`config.mk`:
```
export PLATFORM = sky130hd
export DESIGN_NAME = multi_channel_timeout_monitor
export DESIGN_NICKNAME = d
export VERILOG_FILES = /design/src/rtl/core/mctm_pkg.sv /design/src/rtl/core/mctm_tick_unit.sv /design/src/rtl/core/multi_channel_timeout_monitor.sv
export SDC_FILE = /design/constraint.sdc
export NUM_CORES = 1
export LEC_CHECK = 0
export ABC_AREA = 0
export BUFFER_PORTS_ARGS = -buffer_cell sky130_fd_sc_hd__buf_2
export CAP_MARGIN = 20
export CORE_MARGIN = 2
export CORE_UTILIZATION = 35
export DETAILED_ROUTE_END_ITERATION = 16
export SLEW_MARGIN = 20
export SYNTH_ARGS = -nofsm -noshare
export SYNTH_HDL_FRONTEND = slang
export SYNTH_SLANG_ARGS = --single-unit
```
`constraint.sdc`:
```
create_clock -name clk -period 8.7 [get_ports clk]
set_clock_uncertainty 0.2 [all_clocks]
set_input_delay 1.74 -clock clk [delete_from_list [all_inputs] [get_ports clk]]
set_output_delay 1.74 -clock clk [all_outputs]
set_load 0.01 [all_outputs]
```
`src/rtl/core/mctm_pkg.sv`:
```
package mctm_pkg;

	localparam int CHANNELS = 8;
	localparam int IDX_W    = (CHANNELS > 1) ? $clog2(CHANNELS) : 1;
	localparam int OP_W     = 3;
	localparam int CH_W     = 4;
	localparam int TMO_W    = 16;
	localparam int LOST_W   = 8;

	localparam logic [OP_W-1:0] OP_TICK     = 3'd0;
	localparam logic [OP_W-1:0] OP_REGISTER = 3'd1;
	localparam logic [OP_W-1:0] OP_FEED     = 3'd2;
	localparam logic [OP_W-1:0] OP_ARM      = 3'd3;
	localparam logic [OP_W-1:0] OP_DISARM   = 3'd4;

	typedef struct packed {
		logic             enabled;
		logic             fed;
		logic             lapsed;
		logic             pending;
		logic [TMO_W-1:0] elapsed;
		logic [TMO_W-1:0] limit;
	} chan_t;

endpackage

```
`src/rtl/core/mctm_tick_unit.sv`:
```
module mctm_tick_unit (
	input  mctm_pkg::chan_t cur,
	output mctm_pkg::chan_t nxt,
	output logic            fire
);
	import mctm_pkg::*;

	logic [TMO_W-1:0] el_inc;

	always_comb begin
		nxt    = cur;
		fire   = 1'b0;
		el_inc = (cur.elapsed < cur.limit) ? cur.elapsed + TMO_W'(1) : cur.elapsed;
		if (cur.enabled) begin
			if (cur.pending) begin
				nxt.pending = 1'b0;
				nxt.elapsed = '0;
				nxt.fed     = 1'b1;
				nxt.lapsed  = 1'b0;
			end else begin
				nxt.elapsed = el_inc;
				if (el_inc >= cur.limit && !cur.lapsed) begin
					nxt.lapsed = 1'b1;
					fire       = 1'b1;
				end
			end
		end
	end

endmodule

```
`src/rtl/core/multi_channel_timeout_monitor.sv`:
```
// Channel   Direction  Fields                                   Handshake
// command   in         operation[3] channel[4] timeout[16]      start, busy
// result    out        accepted healthy expired lost_mask[8]    done (one-cycle strobe)
//
// A tick walks the channels through one shared update unit, one channel a cycle.
// The scan then passes through DONE back to idle; other words go through EXEC and DONE.
// busy stays high until the result strobe; a new word may start in the strobe cycle.
// arst_n clears every channel (limit zero = unregistered). No stall on results.
module multi_channel_timeout_monitor (
	input  logic                        clk,
	input  logic                        arst_n,
	input  logic                        start,
	output logic                        busy,
	input  logic [mctm_pkg::OP_W-1:0]   operation,
	input  logic [mctm_pkg::CH_W-1:0]   channel,
	input  logic [mctm_pkg::TMO_W-1:0]  timeout,
	output logic                        done,
	output logic                        accepted,
	output logic                        healthy,
	output logic                        expired,
	output logic [mctm_pkg::LOST_W-1:0] lost_mask
);
	import mctm_pkg::*;

	localparam logic [1:0] ST_IDLE = 2'd0;
	localparam logic [1:0] ST_EXEC = 2'd1;
	localparam logic [1:0] ST_SCAN = 2'd2;
	localparam logic [1:0] ST_DONE = 2'd3;

	logic [1:0]        state_q;
	logic [OP_W-1:0]   op_q;
	logic [CH_W-1:0]   ch_q;
	logic [TMO_W-1:0]  tmo_q;
	logic              valid_q;
	logic [IDX_W-1:0]  scan_idx_q;
	logic [LOST_W-1:0] lost_q;
	logic              acc_q;
	logic              done_q;
	logic              healthy_q;
	logic              expired_q;
	chan_t             chan_q [CHANNELS];

	logic              in_valid;
	logic [IDX_W-1:0]  ch_idx;
	logic [IDX_W-1:0]  rd_idx;
	chan_t             rd_ent;
	chan_t             tick_ent;
	logic              tick_fire;
	chan_t             op_ent;
	logic              op_acc;

	assign in_valid = {1'b0, channel} < (CH_W + 1)'(CHANNELS);
	assign ch_idx   = valid_q ? ch_q[IDX_W-1:0] : '0;
	assign rd_idx   = (state_q == ST_SCAN) ? scan_idx_q : ch_idx;
	assign rd_ent   = chan_q[rd_idx];
	assign busy     = (state_q != ST_IDLE);

	mctm_tick_unit u_tick (
		.cur  (rd_ent),
		.nxt  (tick_ent),
		.fire (tick_fire)
	);

	always_comb begin
		op_ent = rd_ent;
		op_acc = 1'b0;
		unique case (op_q)
			OP_REGISTER: begin
				if (tmo_q != '0) begin
					op_ent.limit   = tmo_q;
					op_ent.elapsed = '0;
					op_ent.fed     = 1'b0;
					op_ent.lapsed  = 1'b0;
					op_ent.pending = 1'b0;
					op_ent.enabled = 1'b1;
					op_acc         = 1'b1;
				end
			end
			OP_FEED: begin
				if (rd_ent.enabled) begin
					op_ent.pending = 1'b1;
					op_ent.elapsed = '0;
					op_ent.fed     = 1'b1;
					op_ent.lapsed  = 1'b0;
				end
				op_acc = 1'b1;
			end
			OP_ARM: begin
				if (rd_ent.limit != '0) begin
					op_ent.pending = 1'b0;
					op_ent.elapsed = '0;
					op_ent.fed     = 1'b1;
					op_ent.lapsed  = 1'b0;
					op_ent.enabled = 1'b1;
					op_acc         = 1'b1;
				end
			end
			OP_DISARM: begin
				op_ent.enabled = 1'b0;
				op_ent.elapsed = '0;
				op_ent.fed     = 1'b0;
				op_ent.lapsed  = 1'b0;
				op_acc         = 1'b1;
			end
			default: begin
				op_acc = 1'b0;
			end
		endcase
	end

	always_ff @(posedge clk or negedge arst_n) begin
		if (!arst_n) begin
			state_q    <= ST_IDLE;
			scan_idx_q <= '0;
			done_q     <= 1'b0;
			for (int i = 0; i < CHANNELS; i++) begin
				chan_q[i] <= '0;
			end
		end else begin
			done_q <= 1'b0;
			unique case (state_q)
				ST_IDLE: begin
					if (start) begin
						scan_idx_q <= '0;
						state_q    <= (operation == OP_TICK) ? ST_SCAN : ST_EXEC;
					end
				end
				ST_EXEC: begin
					if (valid_q) begin
						chan_q[ch_idx] <= op_ent;
					end
					state_q <= ST_DONE;
				end
				ST_SCAN: begin
					chan_q[scan_idx_q] <= tick_ent;
					if (scan_idx_q == IDX_W'(CHANNELS - 1)) begin
						state_q <= ST_DONE;
					end else begin
						scan_idx_q <= scan_idx_q + IDX_W'(1);
					end
				end
				ST_DONE: begin
					done_q  <= 1'b1;
					state_q <= ST_IDLE;
				end
				default: begin
					state_q <= ST_IDLE;
				end
			endcase
		end
	end

	// word and result payload
	always_ff @(posedge clk) begin
		if (state_q == ST_IDLE && start) begin
			op_q    <= operation;
			ch_q    <= channel;
			tmo_q   <= timeout;
			valid_q <= in_valid;
			lost_q  <= '0;
			acc_q   <= (operation == OP_TICK) && in_valid;
		end
		if (state_q == ST_EXEC) begin
			acc_q <= valid_q && op_acc;
		end
		if (state_q == ST_SCAN && tick_fire) begin
			lost_q <= lost_q | (LOST_W'(1) << scan_idx_q);
		end
		if (state_q == ST_DONE) begin
			healthy_q <= valid_q && rd_ent.enabled && rd_ent.fed && !rd_ent.lapsed;
			expired_q <= !valid_q || !rd_ent.enabled || rd_ent.lapsed;
		end
	end

	assign done      = done_q;
	assign accepted  = acc_q;
	assign healthy   = healthy_q;
	assign expired   = expired_q;
	assign lost_mask = lost_q;

endmodule

```
## Yosys cells after proc, flatten, opt, wreduce, memory -nomap -nowiden

Cells that the tools add are included.

- Register bits after elaboration: 328
- Latch bits: 0
- Memory bits (writable): 0
- ROM bits: 0
- Input bits: 26
- Output and inout bits: 13
- Word-level logic and storage cells: 159
- Memories: 0

- Add/sub/neg operators: 2
- Multipliers: 0
- Div/mod/pow operators: 0
- Magnitude comparators: 8
- Equal/unequal tests: 12
- Shifts and indexed selects: 1
- Muxes and demuxes: 45
- Bitwise logic cells: 4
- Reductions and logical operators: 28

Operator list:

| cell | number |
|---|---|
| bitwise mux 288 bit | 2 |
| one-hot mux 288 bit (2 select lines) | 1 |
| 2-to-1 mux 288 bit | 1 |
| demux 36 bit (select 3 bit) | 2 |
| 2-to-1 mux 36 bit | 5 |
| binary-select mux 36 bit (select 3 bit) | 1 |
| one-hot mux 16 bit (4 select lines) | 1 |
| 2-to-1 mux 16 bit | 3 |
| 2-to-1 mux 19 bit | 2 |
| nonzero test 16 bit | 2 |
| 2-to-1 mux 20 bit | 1 |
| adder 16 x 1 -> 16 bit (second input constant) | 1 |
| >= comparator 16 bit | 1 |
| less-than comparator 16 bit | 1 |
| 2-to-1 mux 8 bit | 2 |
| one-hot mux 2 bit (4 select lines) | 2 |
| >= comparator 4 bit (second input constant) | 3 |
| 2-to-1 mux 3 bit | 4 |
| inverter 3 -> 4 bit | 3 |
| 2-to-1 mux 1 bit | 11 |
| logical AND 1 bit | 10 |
| nonzero test 2 bit | 5 |
| one-hot mux 1 bit (3 select lines) | 3 |
| less-than comparator 4 x 1 -> 1 bit (second input constant) | 2 |
| 20 further kinds | 31 |

## Logic depth before layout (Yosys ltp)

Gate-level depths: netlist of the first run.

- Word-level depth: 15
- Mapped depth: 36
- Gate-level depth less buffers: 29

## Modules after synthesis

From an unflattened synthesis of the first run, not the netlist that was laid out.

- Cell total of the unflattened synthesis: 2425
- Area total of the unflattened synthesis: 20707.4 um^2

By module, submodules not included:

| module | instances | cells each | area each (um^2) | sequential area each (um^2) |
|---|---|---|---|---|
| multi_channel_timeout_monitor | 1 | 2184 | 18997.0 | 8378.0 |
| mctm_tick_unit | 1 | 241 | 1710.4 | 0.0 |

## Worst setup path before layout of the first run

OpenSTA, ideal clock, no wires.

- Path kind: reg-to-reg
- Start point: reg state_q[0]
- End point: reg chan_q[141] (netlist name)
- Library setup time: 0.119 ns
- Arrival time: 6.953 ns
- Required time: 8.381 ns
- Slack: 1.428 ns
- Stages on the path, launching flop included: 35
- Buffers on the path: 7
- Period minus slack after synthesis: 7.272 ns
- Cell sequence: dfrtp_1 > inv_1 > ha_1 > buf_6 > buf_6 > nand2_2 > nand2_2 > buf_4 > buf_6 > buf_4 > clkbuf_1 > o21ai_0 > o21ai_2 > inv_1 > ha_1 > nand4_1 > or4_1 > a311o_1 > or4_1 > and3_1 > buf_2 > and2_1 > nand3_1 > xnor2_1 > ha_1 > and2_1 > a2111oi_0 > o311ai_0 > nand2_1 > nor2_1 > a211oi_1 > o21ai_0 > o21ai_1 > o221ai_1 > o21a_1

- Word-level cells in the longest chain between the ends: 15
- Elaborated cells between the ends (all ways): 28
- Those cells by class: add/sub (1); order compare (2); eq/ne (3); mux (16); bitwise (1); reduce/logical (5)

Ends and longest elaborated chain:

| element | RTL line | RTL |
|---|---|---|
| start, declared | multi_channel_timeout_monitor.sv:30 | `logic [1:0] state_q;` |
| start signal, assigned | multi_channel_timeout_monitor.sv:125 | `state_q <= (operation == OP_TICK) ? ST_SCAN : ST_EXEC;` |
| == test 2 bit | multi_channel_timeout_monitor.sv:54, multi_channel_timeout_monitor.sv:121 |  |
| 2-to-1 mux 3 bit | multi_channel_timeout_monitor.sv:54 | `assign rd_idx = (state_q == ST_SCAN) ? scan_idx_q : ch_idx;` |
| inverter 3 -> 4 bit (implied by the code) | multi_channel_timeout_monitor.sv:55 | `assign rd_ent = chan_q[rd_idx];` |
| binary-select mux 36 bit (select 3 bit) | multi_channel_timeout_monitor.sv:55 |  |
| 2-to-1 mux 36 bit (implied by the code) (2 in series) | multi_channel_timeout_monitor.sv:55 |  |
| adder 16 x 1 -> 16 bit or less-than comparator 16 bit (tied branches) | mctm_tick_unit.sv:13 | `el_inc = (cur.elapsed < cur.limit) ? cur.elapsed + TMO_W'(1) : cur.elapsed;` |
| 2-to-1 mux 16 bit | mctm_tick_unit.sv:13 |  |
| >= comparator 16 bit | mctm_tick_unit.sv:22 | `if (el_inc >= cur.limit && !cur.lapsed) begin` |
| logical AND 1 bit | mctm_tick_unit.sv:22 |  |
| 2-to-1 mux 1 bit | mctm_tick_unit.sv:22 |  |
| 2-to-1 mux 1 bit | mctm_tick_unit.sv:15 | `if (cur.pending) begin` |
| 2-to-1 mux 19 bit | mctm_tick_unit.sv:14 | `if (cur.enabled) begin` |
| bitwise mux 288 bit | multi_channel_timeout_monitor.sv:135 | `chan_q[scan_idx_q] <= tick_ent;` |
| one-hot mux 288 bit (2 select lines) | multi_channel_timeout_monitor.sv:121 | `unique case (state_q)` |
| end signal, assigned by index | multi_channel_timeout_monitor.sv:130 | `chan_q[ch_idx] <= op_ent;` |
| end signal, assigned by index | multi_channel_timeout_monitor.sv:135 |  |
| end, declared | multi_channel_timeout_monitor.sv:41 | `chan_t chan_q [CHANNELS];` |

Parallel ways exist; a longest one is shown, timed or not. The select of a mux whose other input is x is not followed.
A chain may end at the register's enable or synchronous reset.

## Final worst setup path of the first run

- Start point: reg valid_q
- End point: reg chan_q[141] (netlist name)

- Word-level cells in the longest chain between the ends: 15
- Elaborated cells between the ends (all ways): 32
- Those cells by class: add/sub (1); order compare (4); eq/ne (1); mux (19); bitwise (2); reduce/logical (5)

Ends and longest elaborated chain:

| element | RTL line | RTL |
|---|---|---|
| start, declared | multi_channel_timeout_monitor.sv:34 | `logic valid_q;` |
| start signal, assigned | multi_channel_timeout_monitor.sv:159 | `valid_q <= in_valid;` |
| 2-to-1 mux 3 bit | multi_channel_timeout_monitor.sv:53 | `assign ch_idx = valid_q ? ch_q[IDX_W-1:0] : '0;` |
| 2-to-1 mux 3 bit | multi_channel_timeout_monitor.sv:54 |  |
| inverter 3 -> 4 bit (implied by the code) | multi_channel_timeout_monitor.sv:55 |  |
| binary-select mux 36 bit (select 3 bit) | multi_channel_timeout_monitor.sv:55 |  |
| 2-to-1 mux 36 bit (implied by the code) (2 in series) | multi_channel_timeout_monitor.sv:55 |  |
| adder 16 x 1 -> 16 bit or less-than comparator 16 bit (tied branches) | mctm_tick_unit.sv:13 |  |
| 2-to-1 mux 16 bit | mctm_tick_unit.sv:13 |  |
| >= comparator 16 bit | mctm_tick_unit.sv:22 |  |
| logical AND 1 bit | mctm_tick_unit.sv:22 |  |
| 2-to-1 mux 1 bit | mctm_tick_unit.sv:22 |  |
| 2-to-1 mux 1 bit | mctm_tick_unit.sv:15 |  |
| 2-to-1 mux 19 bit | mctm_tick_unit.sv:14 |  |
| bitwise mux 288 bit | multi_channel_timeout_monitor.sv:135 |  |
| one-hot mux 288 bit (2 select lines) | multi_channel_timeout_monitor.sv:121 |  |

Parallel ways exist; a longest one is shown, timed or not. The select of a mux whose other input is x is not followed.

==> results of run 1 <==
## per-stage QoR
stage / setup TNS [ns] / utilization / cell area [µm²] / hold slack [ns] / setup slack (ns)
final: 0 / 0.397 / 21900 / 0.281 / 0.397
after global routing: 0 / 0.397 / 21900 / 0.301 / 0.00327
after CTS: 0 / 0.396 / 21900 / 0.278 / 0.0679
after detailed placement: -0.694 / 0.373 / 20600 / 0.265 / -0.158
after global placement: 0 / 0.373 / 20600 / 0.256 / 0.116
after floorplan: 0 / - / 19600 / 0.243 / 1.43
## tightest hold or removal path, cell delays in order, from the launching register on
cell,delay (ns)
dfrtp_1,0.34
nand2_1,0.04
o21ai_0,0.06
## flip-flops by register name, summed over array words and instances (netlist names)
| name | flops |
|---|---|
| accepted | 1 |
| ch_q | 3 |
| chan_q | 288 |
| done | 1 |
| expired | 1 |
| healthy | 1 |
| lost_mask | 8 |
| op_q | 3 |
| scan_idx_q | 3 |
| state_q | 2 |
| tmo_q | 16 |
| valid_q | 1 |
## path summary, 6_finish.rpt
path	start	endpoint	slack, ns	cells past startpoint
setup / recovery	valid_q	chan_q[141]	0.40	26
hold / removal	chan_q[111]	chan_q[111]	0.28	2
setup reg to reg	valid_q	chan_q[141]	0.40	26
hold reg to reg	chan_q[111]	chan_q[111]	0.28	2
max in group asynchronous	arst_n	chan_q[219]	6.01	2
min in group asynchronous	arst_n	chan_q[175]	0.95	1
## routing by layer
metal / track usage / part of all wire / up-vias
met5: 0 / 0 / -
met4: 0.141 / 0.054 / 0
met3: 0.0752 / 0.12 / 289
met2: 0.409 / 0.43 / 1291
met1: 0.364 / 0.40 / 9292
li1: - / - / 8095
## cell usage after synthesis (all sizes together) (14+ instances only)
cell type | number | area, µm²
mux2i | 36 | 375
ha | 42 | 526
nand3 | 72 | 380
inv | 35 | 131
nand2 | 405 | 1560
mux2 | 25 | 285
edfxtp | 34 | 1020
a21oi | 66 | 345
a221oi | 15 | 175
o22ai | 24 | 150
a221o | 19 | 190
o21ai | 265 | 1350
a22oi | 176 | 1340
nor2 | 116 | 453
a311oi | 23 | 201
clkbuf | 101 | 380
o221ai | 94 | 861
buf | 69 | 512
and3 | 14 | 87.6
dfrtp | 294 | 7360
nor3 | 20 | 105
nor4 | 22 | 189
a32oi | 25 | 219
## placed cells by master (no fill, tap or decap), drive strengths merged, types with 10 or more instances in the layout
master,n
a211oi,10
a21o,12
a21oi,66
a221o,19
a221oi,15
a22oi,176
a311oi,23
a32oi,25
and2,11
and3,14
buf,111
clkbuf,56
dfrtp,294
edfxtp,34
ha,42
inv,38
mux2,25
mux2i,36
nand2,405
nand3,72
nand4,13
nor2,116
nor3,20
nor4,22
o21ai,265
o221ai,94
o22ai,24
xnor2,13
## power by group through the flow
stage               logic (µW)  clock network, µW  registers [µW]
floorplan                 3470                  0            2380
global placement          5010                  0            2510
detailed placement        5090                  0            2520
CTS                       5110               1700            2500
global route              5690               1750            2580
finish                    5300               1680            2520
## logic make-up after synthesis
kind of cell | after synthesis
XOR/XNOR | 15
flip-flops | 328
AND/OR/NAND/NOR | 711
buffers and inverters | 207
multiplexers | 63
adder cells (fa/ha/maj) | 42
AO/OA/AOI/OAI | 789
## final cells by class
type	count	area [µm²]	area share
multi-input cells	1620	10400	0.474
flip-flops and latches	328	8380	0.383
clock buffers	56	1140	0.0521
well taps	748	936	0.0427
repair buffers	111	786	0.0359
clock inverters	12	144	0.00657
inverters	37	139	0.00634
diodes	1	2.50	0.000114
## timing repair
item,in CTS,in global routing
endpoints found under the setup margin,8,18
resized for setup,3,5
gates cloned,0,0
hold buffers,0,0
pin swaps,0,1
==> out/results.tsv, run 1 <==
stage	metric	value	unit
critical_path	worst_path_dominant_cell_family	compound AO/OA/AOI/OAI gates	
die	die_y	240	µm
pwr	pwr-share-seq	0.265	
global_route	grt_start_max_net_pins	140	
cells_and_area	instances_no_fill	2913	
sta	finalHoldViolCount	0	
synthesis	synth_fa_ha_area_frac	0.0269	
synthesis	synth_top_family_by_area	compound AO/OA/AOI/OAI gates	
pwr	swShare	0.497	
global_route	grt_pass1_wl	119	mm
cts	htreeDepth	2	
sta	slew_headroom	0.198	
die	die-area	57800	µm²
critical_path	cp.arrival	8.56	ns
global_route	grt_usage	0.274	
route	totalWireLength	79.3	mm
route	wl_per_cell	27.2	µm
synthesis	syn_inst	2155	
pwr	p_clk_frac	0.177	
sta	tightest_slew	1.20	ns
sta	setup_viol	0	
route	drt_iter0_drc	2455	
global_route	grt_overflow	0	
pwr	power_density	434	nW/µm²
route	via_count	18967	
route	ant_nets	0	
cts	cts_root_buffer	clkbuf_16	
cells_and_area	area_growth	11.9	%
sta	fmax	120	MHz
synthesis	ys_warn_count	0	
critical_path	worst-path-buf-inv	2	
critical_path	required	8.95	ns
die	rows	86	
synthesis	synthMuxAreaShare	0.0361	
placement	io_buffers	38	
cts	cts.path.max_buffers	3	
pwr	irDropWorstVdd	0.290	mV
critical_path	slowest_stage	a222oi_1	
synthesis	synth_simple_gate_area_frac	0.166	
critical_path	cpPeakStageDelay	0.79	ns
placement	gp_congestion	0.997	
synthesis	yosysUniqueCellTypes	93	
cts	cts_tree	done	
pwr	p_int	4780	µW
placement	dp.cells	2844	
pwr	combPwrFrac	0.558	
global_route	grt_pass1_vias	18469	
route	drc	0	
cts	cts_inserted_buffers	38	
synthesis	synth_xor_area_frac	0.00671	
synthesis	synth_edf_count	34	
cts	post_cts_buffers	0	
synthesis	yosysSeqAreaShare	0.428	
pwr	leakage	0.00866	µW
die	die_w	240	µm
critical_path	worstSetupEndpointType	flip-flop	
synthesis	synth-compound-area-share	0.283	
sta	final_max_slew_viol_count	0	
route	firstDrtPassIters	6	
critical_path	cp_max_fo	22	
cells_and_area	drive_above_1_share	0.135	
route	drt-vias-per-instance	6.51	
synthesis	synth_area_per_cell	9.08	µm²
synthesis	syn-cell-area	19600	µm²
sta	fin_crit_sh	0.954	
cells_and_area	fillCellCount	5429	
status	status	completed	
pwr	total_power	9500	µW
sta	rsz0062_at_grt	false	
synthesis	syn-num-nets	2223	
die	ios	39	
placement	hpwl	49.9	mm
die	initial_utilization	0.354	
min_path	min_path_type	flip-flop to flip-flop	
cts	cts.sinks	328	
synthesis	ys_async_sr_fraction	0.896	
die	coreArea	55200	µm²
sta	period_minus_slack	8.30	ns
global_route	antenna_found_initial	0	
critical_path	worstSetupPathType	flip-flop to flip-flop	
cts	clk_pin_slew	0.06	ns
flow_run	cap_violations	0	
cts	clk_latency	0.58	ns
synthesis	synth_flop_cell	dfrtp_1	
synthesis	ys_seq_elements	328	
critical_path	cp-start-kind	flip-flop	
pwr	p_switching	4720	µW
cells_and_area	fin_nets	2204	
Note: power is estimated with default switching activity, not from simulation.
==> inputs of run 2 (changes only) <==
- CELL_PAD_IN_SITES_DETAIL_PLACEMENT: unset -> 1
- CELL_PAD_IN_SITES_GLOBAL_PLACEMENT: unset -> 1
- PLACE_DENSITY_LB_ADDON: unset -> 0.1
- clock period: 8.7 -> 10.4 ns (I/O delays scaled with it)
==> run 2 against run 1 <==
Effect of this change:
- worst hold slack worse by 0.00076 ns
- first-iteration DRC count down 25%
- sequential cell count unchanged
- critical path depth up 3
- die area unchanged
- sequential share of layout area down 0.15 points
- combinational power down 15%
- sequential power down 16%
- global-route usage up 4.2 points
- utilization up 0.16 points
- final area up 0.39%
- cell count about the same
==> out/results.tsv, run 2 (synthesized netlist as in run 1, its figures left out) <==
stage	metric	value	unit
cts	hold_buffers	0	
critical_path	crit_path_frequent_cell	ha_1	
min_path	hp-start	chan_q[110]	
pwr	p_clk_frac	0.198	
die	rows	86	
cts	cts_tree	done	
die	die_y	240	µm
route	totalWireLength	90.5	mm
cells_and_area	drive_above_1_share	0.131	
critical_path	slowest_stage	nand2_1	
pwr	leakage	0.00870	µW
critical_path	crit-reg2reg-launch	state_q[0]	
route	firstDrtPassIters	6	
sta	setup_viol	0	
cells_and_area	fin_util	0.398	
pwr	swShare	0.501	
route	ant_nets	0	
cells_and_area	layout_commonest_cell	nand2_1	
sta	tns	0	ns
pwr	power_density	376	nW/µm²
sta	final_max_slew_viol_count	0	
route	drc	0	
pwr	combPwrFrac	0.545	
route	drt-vias-per-instance	6.53	
critical_path	worstSetupPathType	flip-flop to flip-flop	
cells_and_area	multi_input_area	10300	µm²
critical_path	worstReg2RegEnd	chan_q[141]	
critical_path	required	10.68	ns
global_route	grt_overflow	0	
critical_path	cp.arrival	10.03	ns
pwr	irDropWorstVdd	0.386	mV
die	coreArea	55200	µm²
sta	fin_crit_sh	0.938	
min_path	min_to	chan_q[110]	
critical_path	cpPeakStageDelay	0.77	ns
die	ios	39	
sta	finalHoldViolCount	0	
sta	period_minus_slack	9.75	ns
global_route	grt_start_max_net_pins	131	
cts	cts_resized	0	
die	initial_utilization	0.354	
critical_path	reg2regPathDepth	29	
die	die-area	57800	µm²
status	status	completed	
cts	clk_latency	0.59	ns
global_route	grt_pass1_wl	135	mm
cells_and_area	seq_area	8380	µm²
sta	fin_ws	0.646	ns
sta	fmax	103	MHz
die	die_w	240	µm
pwr	pwr-share-seq	0.257	
cells_and_area	layout_common_cells	392 x nand2_1, 294 x dfrtp_1, 221 x o21ai_0	
flow_run	cap_violations	0	
placement	gp_congestion	0.920	
cells_and_area	top_register	chan_q	
global_route	antenna_found_initial	1	
pwr	p_int	4120	µW
cts	cts.sinks	328	
global_route	grt_usage	0.316	
cells_and_area	area_growth	12.3	%
cells_and_area	fin_nets	2197	
critical_path	r2r_slack	0.65	ns
cts	cts_inserted_buffers	42	
cts	cts.path.max_buffers	3	
critical_path	worstSetupEndpointType	flip-flop	
cts	cts_root_buffer	clkbuf_16	
min_path	hold_depth	2	
cells_and_area	largest_reg_flops	288	
route	wl_per_cell	31.1	µm
cts	post_cts_buffers	0	
critical_path	cp-start-kind	flip-flop	
pwr	p_switching	4140	µW
cts	clk_pin_slew	0.06	ns
sta	slew_headroom	0.239	
route	drt_iter0_drc	1838	
placement	pre_cts_ws	0.920	ns
sta	tightest_slew	1.14	ns
critical_path	cp_max_fo	19	
placement	hpwl	57.1	mm
placement	io_buffers	38	
min_path	min_path_type	flip-flop to flip-flop	
cells_and_area	fillCellCount	6300	
sta	rsz0062_at_grt	false	
route	via_count	19004	
global_route	grt_pass1_vias	19405	
cts	htreeDepth	2	
==> run 2: changes by cell type in the layout (fill, tap and decap cells not counted), moves of 2 or more <==
cell / delta
clkinvlp_4: +2
buf_12: -2
inv_4: -2
a2111oi_0: +2
a2111oi_1: -2
clkbuf_8: -5
nor2_2: +3
bufinv_16: +6
clkinv_1: +3
buf_4: -10
nor2_4: -2
clkbuf_16: +4
==> run 2: worst max-delay path, delay by kind of cell, from the launching register on <==
| kind | cells | cell delay [ns] |
|---|---|---|
| flip-flops | 1 | 0.40 |
| AND/OR/NAND/NOR | 12 | 3.52 |
| AO/OA/AOI/OAI | 10 | 3.36 |
| buffers and inverters | 3 | 0.71 |
| XOR/XNOR | 1 | 0.13 |
| adder cells (fa/ha/maj) | 3 | 1.31 |
==> run 2: worst max path at each step <==
stage | slack [ns] | cells past startpoint | from | endpoint
finish | 0.65 | 29 | state_q[0] | chan_q[141]
global route | 0.26 | 29 | state_q[0] | chan_q[141]
CTS | 0.90 | 29 | state_q[0] | chan_q[141]
detailed placement | 0.92 | 29 | state_q[0] | chan_q[141]
global placement | 1.17 | 29 | state_q[0] | chan_q[141]
floorplan | 3.13 | 34 | state_q[0] | chan_q[141]
==> run 2: through the flow <==
step,power [µW],hold WS [ns],cell area [µm²],std cells
after global routing,8730,0.296,22000,2910
after detailed placement,6520,0.267,20500,2833
final,8260,0.280,22000,2911
after floorplan,4900,0.243,19600,2155
after global placement,6410,0.257,20500,2833
after CTS,8180,0.280,22000,2910
==> run 2: power by group through the flow <==
stage	combinational [µW]	sequential, µW	clock (µW)
after floorplan	2900	2000	0
after global placement	4300	2120	0
after detailed placement	4400	2120	0
after CTS	4410	2110	1650
after global routing	4850	2170	1710
final	4500	2120	1630
==> run 2: layer usage <==
layer  vias to the layer above  wire length, µm  GRT usage
li1                       8081                -          -
met1                      9902            40300      0.444
met2                       802            39600      0.474
met3                       217             7000     0.0689
met4                         2             3510      0.120
met5                         -               13          0
==> run 2: area by class of cell <==
| cell class | instances | share of cell area |
|---|---|---|
| clock buffers | 56 | 0.0535 |
| flip-flops and latches | 328 | 0.381 |
| clock inverters | 21 | 0.0154 |
| well taps | 748 | 0.0426 |
| inverters | 37 | 0.00632 |
| repair buffers | 100 | 0.0310 |
| multi-input cells | 1620 | 0.470 |
| diodes | 1 | 0.000114 |
